File: config.mk
export PLATFORM = sky130hd
export DESIGN_NAME = websocket_frame_deframer
export DESIGN_NICKNAME = d
export VERILOG_FILES = /design/src/wsd_pkg.sv /design/src/wsd_front.sv /design/src/wsd_queue.sv /design/src/wsd_back.sv /design/src/websocket_frame_deframer.sv
export SDC_FILE = /design/constraint.sdc
export NUM_CORES = 1
export LEC_CHECK = 0
export ABC_AREA = 1
export BUFFER_PORTS_ARGS = -buffer_cell sky130_fd_sc_hd__buf_2
export CORE_MARGIN = 2
export CORE_UTILIZATION = 35
export CTS_CLUSTER_SIZE = 12
export DETAILED_ROUTE_END_ITERATION = 8
export PLACE_DENSITY = 0.48
export REMOVE_ABC_BUFFERS = 1
export SYNTH_ARGS = -nofsm -noshare
export SYNTH_HDL_FRONTEND = slang
export SYNTH_HIERARCHICAL = 1
export SYNTH_SLANG_ARGS = --single-unit
File: constraint.sdc
create_clock -name clock -period 4.98 [get_ports clock]
set_clock_uncertainty 0.15 [all_clocks]
set_input_delay 0.498 -clock clock [delete_from_list [all_inputs] [get_ports clock]]
set_output_delay 0.498 -clock clock [all_outputs]
set_load 0.005 [all_outputs]
File: src/wsd_pkg.sv
// shared types and constants of the websocket frame deframer
`default_nettype none
package wsd_pkg;

   // header parse phases
   typedef enum logic [2:0] {
      PH_HDR0 = 3'd0,
      PH_HDR1 = 3'd1,
      PH_EXT  = 3'd2,
      PH_KEY  = 3'd3,
      PH_DATA = 3'd4
   } wsd_phase_type;

   // 7-bit length codes that announce an extended length
   localparam logic [6:0] LEN_EXT16 = 7'd126;
   localparam logic [6:0] LEN_EXT64 = 7'd127;

   // byte counts of the header extensions
   localparam logic [3:0] EXT16_BYTES = 4'd2;
   localparam logic [3:0] EXT64_BYTES = 4'd8;
   localparam logic [3:0] KEY_BYTES   = 4'd4;

   localparam int QUEUE_DEPTH_DEFAULT = 4;

   // one classified beat handed from the parser to the output side
   typedef struct packed {
      logic [7:0] raw_byte;
      logic [7:0] key_byte;
      logic       masked;
      logic [3:0] opcode;
      logic       fin;
      logic       last;
      logic       empty;
   } wsd_item_type;

endpackage
`default_nettype wire

File: src/wsd_front.sv
// header parser: tracks frame structure and classifies each received byte
`default_nettype none
module wsd_front
   import wsd_pkg::*;
(
   input  wire logic         clock,
   input  wire logic         reset,
   input  wire logic         accept,
   input  wire logic [7:0]   stream_byte,
   output logic              push,
   output wsd_item_type      item
);

   wsd_phase_type phase_ff, phase_in;
   logic [3:0]  opcode_ff, opcode_in;
   logic        fin_ff, fin_in;
   logic        mask_ff, mask_in;
   logic [3:0]  ext_left_ff, ext_left_in;
   logic [63:0] length_ff, length_in;
   logic [31:0] key_ff, key_in;
   logic [1:0]  key_idx_ff, key_idx_in;
   logic [63:0] remaining_ff, remaining_in;

   logic        hdr_done;
   logic        key_done;
   logic        mask_sel;
   logic [7:0]  key_byte;

   always_comb begin
      case (key_idx_ff)
         2'd0:    key_byte = key_ff[31:24];
         2'd1:    key_byte = key_ff[23:16];
         2'd2:    key_byte = key_ff[15:8];
         default: key_byte = key_ff[7:0];
      endcase
   end

   always_comb begin
      phase_in     = phase_ff;
      opcode_in    = opcode_ff;
      fin_in       = fin_ff;
      mask_in      = mask_ff;
      ext_left_in  = ext_left_ff;
      length_in    = length_ff;
      key_in       = key_ff;
      key_idx_in   = key_idx_ff;
      remaining_in = remaining_ff;
      hdr_done     = 1'b0;
      key_done     = 1'b0;
      mask_sel     = mask_ff;
      push         = 1'b0;
      item         = '0;
      item.opcode  = opcode_ff;
      item.fin     = fin_ff;
      if (accept) begin
         case (phase_ff)
            PH_HDR1: begin
               mask_in  = stream_byte[7];
               mask_sel = stream_byte[7];
               if (stream_byte[6:0] == LEN_EXT16 || stream_byte[6:0] == LEN_EXT64) begin
                  ext_left_in = (stream_byte[6:0] == LEN_EXT16) ? EXT16_BYTES : EXT64_BYTES;
                  length_in   = '0;
                  phase_in    = PH_EXT;
               end else begin
                  length_in = {57'd0, stream_byte[6:0]};
                  hdr_done  = 1'b1;
               end
            end
            PH_EXT: begin
               length_in   = {length_ff[55:0], stream_byte};
               ext_left_in = ext_left_ff - 4'd1;
               hdr_done    = (ext_left_ff == 4'd1);
            end
            PH_KEY: begin
               key_in      = {key_ff[23:0], stream_byte};
               ext_left_in = ext_left_ff - 4'd1;
               key_done    = (ext_left_ff == 4'd1);
            end
            PH_DATA: begin
               key_idx_in    = key_idx_ff + 2'd1;
               remaining_in  = remaining_ff - 64'd1;
               push          = 1'b1;
               item.raw_byte = stream_byte;
               item.key_byte = key_byte;
               item.masked   = mask_ff;
               item.last     = (remaining_ff == 64'd1);
               if (remaining_ff == 64'd1) begin
                  phase_in = PH_HDR0;
               end
            end
            default: begin
               fin_in    = stream_byte[7];
               opcode_in = stream_byte[3:0];
               phase_in  = PH_HDR1;
            end
         endcase

         if (hdr_done) begin
            if (mask_sel) begin
               phase_in    = PH_KEY;
               ext_left_in = KEY_BYTES;
               key_in      = '0;
            end else begin
               key_done = 1'b1;
            end
         end

         // header complete: enter payload or emit the empty marker
         if (key_done) begin
            key_idx_in   = '0;
            remaining_in = length_in;
            if (length_in == 64'd0) begin
               phase_in   = PH_HDR0;
               push       = 1'b1;
               item.last  = 1'b1;
               item.empty = 1'b1;
            end else begin
               phase_in = PH_DATA;
            end
         end
      end
   end

   always_ff @(posedge clock) begin
      if (reset) begin
         phase_ff     <= PH_HDR0;
         opcode_ff    <= '0;
         fin_ff       <= 1'b0;
         mask_ff      <= 1'b0;
         ext_left_ff  <= '0;
         length_ff    <= '0;
         key_ff       <= '0;
         key_idx_ff   <= '0;
         remaining_ff <= '0;
      end else begin
         phase_ff     <= phase_in;
         opcode_ff    <= opcode_in;
         fin_ff       <= fin_in;
         mask_ff      <= mask_in;
         ext_left_ff  <= ext_left_in;
         length_ff    <= length_in;
         key_ff       <= key_in;
         key_idx_ff   <= key_idx_in;
         remaining_ff <= remaining_in;
      end
   end

endmodule
`default_nettype wire

File: src/wsd_queue.sv
// short fifo of classified beats between parser and output side
`default_nettype none
module wsd_queue
   import wsd_pkg::*;
#(
   parameter int DEPTH = QUEUE_DEPTH_DEFAULT
)
(
   input  wire logic         clock,
   input  wire logic         reset,
   input  wire logic         push,
   input  wire wsd_item_type push_item,
   output logic              full,
   input  wire logic         pop,
   output logic              not_empty,
   output wsd_item_type      head_item
);

   localparam int PTR_W = $clog2(DEPTH);
   localparam int CNT_W = $clog2(DEPTH + 1);

   wsd_item_type slots_ff [DEPTH];
   logic [PTR_W-1:0] wr_ptr_ff, wr_ptr_in;
   logic [PTR_W-1:0] rd_ptr_ff, rd_ptr_in;
   logic [CNT_W-1:0] count_ff, count_in;
   logic do_push;
   logic do_pop;

   assign full      = (count_ff == CNT_W'(DEPTH));
   assign not_empty = (count_ff != '0);
   assign head_item = slots_ff[rd_ptr_ff];
   assign do_push   = push && !full;
   assign do_pop    = pop && not_empty;

   always_comb begin
      wr_ptr_in = wr_ptr_ff;
      rd_ptr_in = rd_ptr_ff;
      count_in  = count_ff;
      if (do_push) begin
         wr_ptr_in = (wr_ptr_ff == PTR_W'(DEPTH - 1)) ? '0 : wr_ptr_ff + PTR_W'(1);
      end
      if (do_pop) begin
         rd_ptr_in = (rd_ptr_ff == PTR_W'(DEPTH - 1)) ? '0 : rd_ptr_ff + PTR_W'(1);
      end
      if (do_push && !do_pop) begin
         count_in = count_ff + CNT_W'(1);
      end else if (do_pop && !do_push) begin
         count_in = count_ff - CNT_W'(1);
      end
   end

   always_ff @(posedge clock) begin
      if (do_push) begin
         slots_ff[wr_ptr_ff] <= push_item;
      end
   end

   always_ff @(posedge clock) begin
      if (reset) begin
         wr_ptr_ff <= '0;
         rd_ptr_ff <= '0;
         count_ff  <= '0;
      end else begin
         wr_ptr_ff <= wr_ptr_in;
         rd_ptr_ff <= rd_ptr_in;
         count_ff  <= count_in;
      end
   end

endmodule
`default_nettype wire

File: src/wsd_back.sv
// output side: unmasks a queued beat into the result register
`default_nettype none
module wsd_back
   import wsd_pkg::*;
(
   input  wire logic         clock,
   input  wire logic         reset,
   input  wire logic         head_valid,
   input  wire wsd_item_type head_item,
   output logic              pop,
   output logic              out_valid,
   input  wire logic         out_ready,
   output logic [7:0]        out_byte,
   output logic [3:0]        out_opcode,
   output logic              out_fin,
   output logic              out_last,
   output logic              out_empty
);

   logic       valid_ff, valid_in;
   logic [7:0] byte_ff, byte_in;
   logic [3:0] opcode_ff;
   logic       fin_ff;
   logic       last_ff;
   logic       empty_ff;

   assign pop     = head_valid && (!valid_ff || out_ready);
   assign byte_in = head_item.masked ? (head_item.raw_byte ^ head_item.key_byte)
                                     : head_item.raw_byte;

   always_comb begin
      valid_in = valid_ff;
      if (pop) begin
         valid_in = 1'b1;
      end else if (out_ready) begin
         valid_in = 1'b0;
      end
   end

   always_ff @(posedge clock) begin
      if (reset) begin
         valid_ff <= 1'b0;
      end else begin
         valid_ff <= valid_in;
      end
   end

   always_ff @(posedge clock) begin
      if (pop) begin
         byte_ff   <= byte_in;
         opcode_ff <= head_item.opcode;
         fin_ff    <= head_item.fin;
         last_ff   <= head_item.last;
         empty_ff  <= head_item.empty;
      end
   end

   assign out_valid  = valid_ff;
   assign out_byte   = byte_ff;
   assign out_opcode = opcode_ff;
   assign out_fin    = fin_ff;
   assign out_last   = last_ff;
   assign out_empty  = empty_ff;

endmodule
`default_nettype wire

File: src/websocket_frame_deframer.sv
// top level of the websocket frame deframer
//
// usage: the received connection stream enters on req_, one byte per beat
// the parser reads the frame header (fin, opcode, mask flag, 7-bit length,
// 16- or 64-bit extended length, masking key); header bytes give no result
// each payload byte leaves on rsp_ unmasked, with opcode and fin in tuser
// rsp_tlast marks the final byte of a frame
// a zero-length frame gives one marker beat with the empty flag set and data 0
// throughput: one byte per cycle while the queue has room, set by the parser
// step (64-bit remaining-count decrement and compare)
// a payload byte passes a queue slot, then the output register, to reach rsp_
// stall: while rsp_tready is low, results collect in the queue; req_tready
// falls only once the queue is full and rises again as beats drain
// reset: synchronous; parser waits for a first header byte, queue and
// output register are emptied, no clearing pass is needed
`default_nettype none
module websocket_frame_deframer
   import wsd_pkg::*;
#(
   parameter int QUEUE_DEPTH = QUEUE_DEPTH_DEFAULT
)
(
   input  wire logic        clock,
   input  wire logic        reset,
   // receive stream
   input  wire logic        req_tvalid,
   output logic             req_tready,
   input  wire logic [7:0]  req_tdata,   // [7:0] stream_byte
   // deframed payload
   output logic             rsp_tvalid,
   input  wire logic        rsp_tready,
   output logic [7:0]       rsp_tdata,   // [7:0] payload_byte
   output logic             rsp_tlast,   // last_in_frame
   output logic [5:0]       rsp_tuser    // [3:0] frame_opcode, [4] final_fragment, [5] empty_frame
);

   logic         req_accept;
   logic         front_push;
   wsd_item_type front_item;
   logic         queue_full;
   logic         queue_not_empty;
   wsd_item_type queue_head;
   logic         back_pop;
   logic [3:0]   out_opcode;
   logic         out_fin;
   logic         out_empty;

   // bytes are taken whenever the queue has room, header bytes included
   assign req_tready = !queue_full;
   assign req_accept = req_tvalid && req_tready;

   wsd_front u_front (
      .clock       (clock),
      .reset       (reset),
      .accept      (req_accept),
      .stream_byte (req_tdata),
      .push        (front_push),
      .item        (front_item)
   );

   wsd_queue #(
      .DEPTH (QUEUE_DEPTH)
   ) u_queue (
      .clock     (clock),
      .reset     (reset),
      .push      (front_push),
      .push_item (front_item),
      .full      (queue_full),
      .pop       (back_pop),
      .not_empty (queue_not_empty),
      .head_item (queue_head)
   );

   wsd_back u_back (
      .clock      (clock),
      .reset      (reset),
      .head_valid (queue_not_empty),
      .head_item  (queue_head),
      .pop        (back_pop),
      .out_valid  (rsp_tvalid),
      .out_ready  (rsp_tready),
      .out_byte   (rsp_tdata),
      .out_opcode (out_opcode),
      .out_fin    (out_fin),
      .out_last   (rsp_tlast),
      .out_empty  (out_empty)
   );

   assign rsp_tuser = {out_empty, out_fin, out_opcode};

endmodule
`default_nettype wire

==> results.md, run 1 <==
* Setup TNS at 0 ns
* Share of synthesized area occupied by flip-flops and latches at 0.460
* Clock insertion delay at the later pin of the skew report at approximately 0.57 ns
* Fraction of synthesized cell area taken by the top area cell type at 0.242
* Number of flops mapped to enable cells by yosys at 111
* Peak ir drop on the vdd network at between 0.0002 and 0.00025 V
* Number of setup violations in the final report at 0
* Footprint of the multi-input gates at slightly below 0.007 mm2
* Largest cells by area after synthesis: sky130_fd_sc_hd__dfxtp_1 (24%), sky130_fd_sc_hd__edfxtp_1 (22%), sky130_fd_sc_hd__nand2_1 (10%)
* Post-synthesis cell type count at 43
* Average vias per placed instance at approximately 5.1
* TritonCTS Buffers at 37
* Die area at approximately 0.045 mm2
* DR pass1 iterations at 7
* Total cell area at the placement stage at around 0.016 mm2
* Count of inserted antenna diode cells at 0
* Final RePlAce weighted congestion at 0.884
* Final design area excluding fillers at roughly 0.017 mm2
* Post-route worst setup slack at 0.706 ns
* Total gr overflow at 0
* Chip Width at 213 um
* Fraction of final layout cells with drive strength greater than 1 at 0.0876
* Gate count of the mapped netlist at ~2,000
* Power per cell area at 503 mW/mm2
* Number of port buffers at 28
* Core Area at between 0.04 and 0.05 mm2
* Min-delay worst type: input port to flop
* CTS-repair resized insts at 0
* Count of nets after finishing at ~2,000
* Arrival time of the worst setup path at roughly 4.6 ns
* Highest fanout seen on the critical path at 29
* Total standard cell area after synthesis at about 0.015 mm2
* Starting density of the core at 0.355
* Number of inserted filler cells in the final layout at 4,525
* Mean instance size in the synthesized netlist at ~7.5 um2
* Setup repair after global routing missed its margin: no
* Global-route wire length before repair at about 73,000 um
* Delay of the slowest critical-path stage at approximately 0.5 ns
* Pin count of the biggest net entering global routing at 90
* Number of vias in the routed layout at 13,410
* Most prevalent standard cell on the critical path: sky130_fd_sc_hd__nand2_1
* Total half-perimeter wirelength after legalization and detailed placement at between 30,000 and 40,000 um
* Total Power Consumption at roughly 8600 uW
* Vias in the first global route at about 12,000
* Slowest stage cell, crit path: sky130_fd_sc_hd__dfxtp_1
* Top cell type by total area after synthesis: sky130_fd_sc_hd__dfxtp_1
* Chip Height at 213 um
* Slew @ Worst Pin at ~1.2 ns
* Number of synthesized register bits at 296
* P&R area growth vs syn at 11.7%
* Number of violations reported at the end of detailed-routing iteration 0 at 1,076
* Tightest slew margin relative to the limit at 0.199
* Number of hold violations in the final report at 0
* CTS clock-pin slew for the worst setup and hold paths at approximately 0.06 ns
* Most frequently used cell type in the post-synthesis netlist: sky130_fd_sc_hd__nand2_1
* Post-Route Utilization at 0.396
* Leakage at between 0.007 and 0.008 uW
* Total Routing Usage GR at 0.211
* Reg area at 0.00704 mm2
* Number of levels in the clock H-tree at 2
* TritonCTS clock tree: built
* Post-synth top cells: sky130_fd_sc_hd__nand2_1 (406), sky130_fd_sc_hd__nor2_1 (332), sky130_fd_sc_hd__inv_1 (231)
* CP cell instances: inv_2 > nand3_2 > inv_2 > buf_4 > nand2_1 > o21ai_0 > nor2_1 > nand2_1 > nor2_1 > nand2_1 > nor2_1 > nand4_1 > nand2_1 > nand2_2 > inv_1 > ha_1 > inv_1 > fa_1 > inv_1 > nand2_1 > nand3_1 > nand2_1 > inv_1 > nor2_1
* Max Root-Sink Buffers at 3
* Critical path class: flop to flop
* Result of the run: completed
* Most used flip-flop cell after synthesis: sky130_fd_sc_hd__dfxtp_1
* Routed WL per cell at roughly 18 um
* Required time reported for the critical path endpoint at around 5.3 ns
* Max-slew violation count at 0
* # Post-CTS Setup Buffers at 0
* Post-Place Worst Slack at between 0.8 and 0.9 ns
* Min Clock Period, post-route at about 4.3 ns
* Max Cap Violations at 0
* Quantity of hold-fixing buffers added after cts at 0
* Highest clock rate at 0.234 GHz
* Yosys warning count at 6
* Share of the clock period used by the worst path after layout at 0.858
* Worst setup SP type: flop
* Final antenna-violating net count at 0
* Final routed DRC violation total at 0
* Row cnt at 76
* Post-Route WL at approximately 47,000 um
* Worst setup EP type: flop
* Async set or reset register ratio after synthesis at 0
* Antenna violations before repair at 0
* Clock Tree Root: sky130_fd_sc_hd__clkbuf_16
* Number of clock sinks at slightly below 300
* I/O pin total at 29
## report_power, final
part	internal (uW)	switching (uW)
clock network	1610	1080
registers	2750	190
logic	905	2070
total	5270	3340
## per-stage QoR
step / hold WS, ns / instances
detailed placement: 0.295 / 2572
global route: 0.0629 / 2639
floorplan: 0.280 / 1933
finish: 0.0764 / 2639
global placement: 0.293 / 2572
CTS: 0.0342 / 2639
## final cells by class
| class | count | share of cell area |
|---|---|---|
| clock inverter | 12 | 0.00922 |
| multi-input combinational | 1395 | 0.401 |
| clock buffer | 55 | 0.0628 |
| tap | 585 | 0.0428 |
| sequential | 296 | 0.411 |
| inverter | 242 | 0.0531 |
| timing repair buffer | 54 | 0.0197 |
## layer usage
layer	vias up	global-route usage	wire length, um
met4	0	0.0826	1540
met1	6292	0.286	21600
met2	358	0.338	21300
li1	6688	-	-
met3	72	0.0341	2670
met5	-	0	0
## sequential cells by signal, indices dropped and copies added (netlist names), 2 cells and up, named ones only
register / cells
u_front/length_ff: 64
u_front/remaining_ff: 64
u_front/key_ff: 32
u_queue/count_ff: 3
u_queue/rd_ptr_ff: 2
u_front/ext_left_ff: 4
u_queue/slots_ff: 96
u_back/out_byte: 8
u_front/phase_ff: 3
u_queue/wr_ptr_ff: 2
u_front/key_idx_ff: 2
u_back/out_opcode: 4
u_front/opcode_ff: 4
## cells in the final DEF, fill, tap and decap left out, types with 38 or more instances in the layout
master,count
sky130_fd_sc_hd__a211oi_1,42
sky130_fd_sc_hd__a21oi_1,97
sky130_fd_sc_hd__dfxtp_1,185
sky130_fd_sc_hd__edfxtp_1,111
sky130_fd_sc_hd__inv_1,231
sky130_fd_sc_hd__nand2_1,406
sky130_fd_sc_hd__nand3_1,89
sky130_fd_sc_hd__nor2_1,328
sky130_fd_sc_hd__o21ai_0,174
sky130_fd_sc_hd__o21ai_1,38
## critical path: cells and delay by family (launching register included)
family                   cells  cell delay (ns)
adder cells (fa/ha/maj)      2             0.54
flip-flops                   1             0.50
buffers and inverters        7             0.97
AND/OR/NAND/NOR             14             1.78
AO/OA/AOI/OAI                1             0.19
## logic make-up (layout without fill, tap and decap cells)
family | count (synthesis) | in the layout | synth area share
adders and majority gates | 15 | 15 | 0.0127
AOI/OAI and AO/OA | 443 | 443 | 0.172
xor gates and xnor gates | 36 | 36 | 0.0206
DFF | 296 | 296 | 0.460
buffers and inverters | 349 | 363 | 0.0941
and+or+nand+nor | 901 | 901 | 0.241
## path summary, 6_finish.rpt
check / start / endpoint / slack [ns] / depth (start not counted)
setup / recovery: u_front/phase_ff[0] / u_queue/count_ff[2] / 0.71 / 24
hold / removal: rsp_tready / u_back/out_valid / 0.08 / 4
setup reg to reg: u_front/phase_ff[0] / u_queue/count_ff[2] / 0.71 / 24
hold reg to reg: u_front/key_ff[29] / u_front/key_ff[29] / 0.31 / 2
(Power assumes the default switching activity.)
==> run 2: changes to the inputs <==
- CTS_BUF_LIST: not set -> sky130_fd_sc_hd__clkbuf_8
- PLACE_DENSITY: 0.48 -> 0.49
- clock period: 4.98 -> 3.45 ns (I/O delays scaled with it)
==> run 2 against run 1 <==
Effect of this change:
- sequential power grew 45%
- combinational power rose by 60%
- clock power increased by 28%
- count of clock-buffer cells in the layout up 14
- global-route usage is 0.19 points higher
- total power is 44% higher
- design area grew 6.5%
- die area is the same
- non-clock buffer count up 110
- largest cell class unchanged
==> results.md, run 2 (synthesis results as in run 1) <==
* Result of the run: completed
* Row cnt at 76
* Leading cell type in the layout, fill and taps excluded: sky130_fd_sc_hd__nand2_1
* Post-route worst setup slack at ~0.11 ns
* Tightest slew margin relative to the limit at 0.403
* Sequential fraction of design power at 0.342
* Vias in the first global route at around 13,000
* Max-slew violation count at 0
* Min-delay worst type: input port to flop
* Cell family with the largest share of critical-path delay: simple AND/OR/NAND/NOR gates
* Commonest cells after routing, fill and taps aside: sky130_fd_sc_hd__nand2_1 (394), sky130_fd_sc_hd__nor2_1 (317), sky130_fd_sc_hd__inv_1 (251), sky130_fd_sc_hd__dfxtp_1 (182), sky130_fd_sc_hd__o21ai_0 (172)
* Chip Height at 213 um
* CTS clock-pin slew for the worst setup and hold paths at roughly 0.060 ns
* DR pass1 iterations at 5
* Required time reported for the critical path endpoint at 3.82 ns
* Min Clock Period, post-route at ~3.3 ns
* Number of hold violations in the final report at 0
* Average vias per placed instance at about 5
* Clock insertion delay at the later pin of the skew report at approximately 0.65 ns
* Met2 Wirelength at roughly 23,000 um
* P&R area growth vs syn at 19.0%
* Source of the worst register-to-register timing path: u_front/phase_ff[0]
* Worst setup EP type: flop
* TritonCTS clock tree: built
* Fraction of power spent switching nets at 0.397
* Routed WL per cell at 17.6 um
* Top metal layer carrying routed signals: met4
* Die area at 0.0454 mm2
* Critical path class: flop to flop
* End point of the most critical hold path: u_front/opcode_ff[2]
* Share of the clock period used by the worst path after layout at 0.967
* Post-Place Worst Slack at -0.0588 ns
* Post-Route Utilization at 0.422
* Post-Route WL at between 40,000 and 50,000 um
* Arrival time of the worst setup path at roughly 3.7 ns
* Slowest stage cell, crit path: sky130_fd_sc_hd__dfxtp_4
* Met1 Routed Length at ~22,000 um
* Fraction of final layout cells with drive strength greater than 1 at 0.155
* Internal at approximately 7500 uW
* Leakage at a little over 0.008 uW
* Number of cells traversed by the worst register-to-register path at 23
* CP cell instances: inv_4 > nand3_4 > nand2_4 > buf_4 > clkbuf_16 > o22ai_1 > nor2_2 > nand2_1 > nor2_1 > buf_4 > nand4_1 > nand2_1 > nand2_2 > inv_2 > ha_2 > inv_2 > fa_2 > inv_1 > nand2_1 > nand3_1 > nand2_1 > inv_1 > nor2_1
* Power per cell area at between 600 and 700 mW/mm2
* Total gr overflow at 0
* Final antenna-violating net count at 0
* Highest fanout seen on the critical path at 11
* Count of nets after finishing at approximately 2,200
* Pin count of the biggest net entering global routing at 103
* Critical path startpoint: u_front/phase_ff[0]
* Chip Width at around 210 um
* Met3 routed WL at between 2000 and 2500 um
* Total Routing Usage GR at 0.213
* Number of violations reported at the end of detailed-routing iteration 0 at 923
* Reg with most FFs: u_queue/slots_ff
* Antenna violations before repair at 1
* Global-route wire length before repair at 73,600 um
* Max Root-Sink Buffers at 3
* Net switching component of the power at around 4900 uW
* Part of the power in the clock network at 0.276
* Max Cap Violations at 0
* Largest registers: u_queue/slots_ff (96), u_front/length_ff (64), u_front/remaining_ff (64)
* WHS at ~0.07 ns
* Number of setup violations in the final report at 0
* Flip-flop count of the largest register, all copies and words added at 96
* Starting density of the core at 0.355
* Final RePlAce weighted congestion at ~0.9
* Slew @ Worst Pin at between 0.8 and 0.9 ns
* Number of levels in the clock H-tree at 2
* Final routed DRC violation total at 0
* Highest clock rate at between 0.2 and 0.3 GHz
* Total half-perimeter wirelength after legalization and detailed placement at approximately 33,000 um
* Number of clock sinks at between 200 and 300
* Setup TNS at 0 ns
* Number of vias in the routed layout at approximately 14,000
* Clock Tree Root: sky130_fd_sc_hd__clkbuf_8
* Delay of the slowest critical-path stage at roughly 0.37 ns
* Most prevalent standard cell on the critical path: sky130_fd_sc_hd__nand2_1
* Logic pwr share at 0.382
* Worst setup SP type: flop
* Reg2reg end: u_queue/count_ff[2]
* Peak ir drop on the vdd network at 0.000297 V
* Slack of the worst reg-to-reg path at between 0.1 and 0.15 ns
* Cell depth of the worst min-delay path at 4
* Number of port buffers at 28
* Core Area at 0.0432 mm2
* WP buf/inv at 8
* TritonCTS Buffers at 54
* Worst hold path startpoint: req_tdata[2]
* I/O pin total at 29
## run 2: per-stage QoR
step / power (uW) / area (um2) / std cells
5_1_grt: 13300 / 18200 / 2786
2_1_floorplan: 7180 / 14800 / 1933
3_5_place_dp: 8820 / 16700 / 2659
6_report: 12400 / 18200 / 2786
4_1_cts: 12300 / 17900 / 2768
3_3_place_gp: 8810 / 16700 / 2659
## run 2: worst min-delay path, delay by kind of cell
family                 cells  cell delay (ns)
buffers and inverters      2             0.30
and+or+nand+nor            1             0.08
AOI/OAI and AO/OA          1             0.06
## run 2: final cells by class
cell class / instances / area (um2)
well taps: 585 / 732
flip-flops and latches: 296 / 7040
multi-input cells: 1396 / 6980
fillers: 4565 / 24900
diodes: 1 / 2.50
clock buffers: 69 / 950
inverters: 242 / 923
clock inverters: 33 / 170
repair buffers: 164 / 1420
## run 2: power groups by stage
stage               logic [uW]  clock network [uW]  registers, uW
finish                    4750                3430           4260
global route              5290                3680           4300
CTS                       4540                3540           4250
detailed placement        4500                   0           4320
global placement          4490                   0           4320
floorplan                 2940                   0           4250
## run 2: what timing repair did
action / CTS / global route
pin swaps: 0 / 23
endpoints found under the setup margin: 1 / 2
hold endpoints to repair: 9 / 0
hold buffers: 7 / 0
buffers inserted: 0 / 11
gates resized for setup: 4 / 48
gates cloned: 0 / 6
## run 2: layer usage
layer  vias up  global-route usage
met5         -                   0
met4         0              0.0941
met3        91              0.0312
met2       330               0.351
met1      6504               0.278
li1       6955                   -
## run 2: worst max-delay path by stage
stage,end,slack (ns),cells past startpoint
after CTS,u_queue/count_ff[2],0.05,24
after global placement,u_queue/count_ff[2],-0.002,25
after detailed placement,u_queue/count_ff[2],-0.06,25
final,u_queue/count_ff[2],0.11,23
after global routing,u_queue/count_ff[2],-0.03,24
after floorplan,u_queue/slots_ff[3][0],-3.32,10
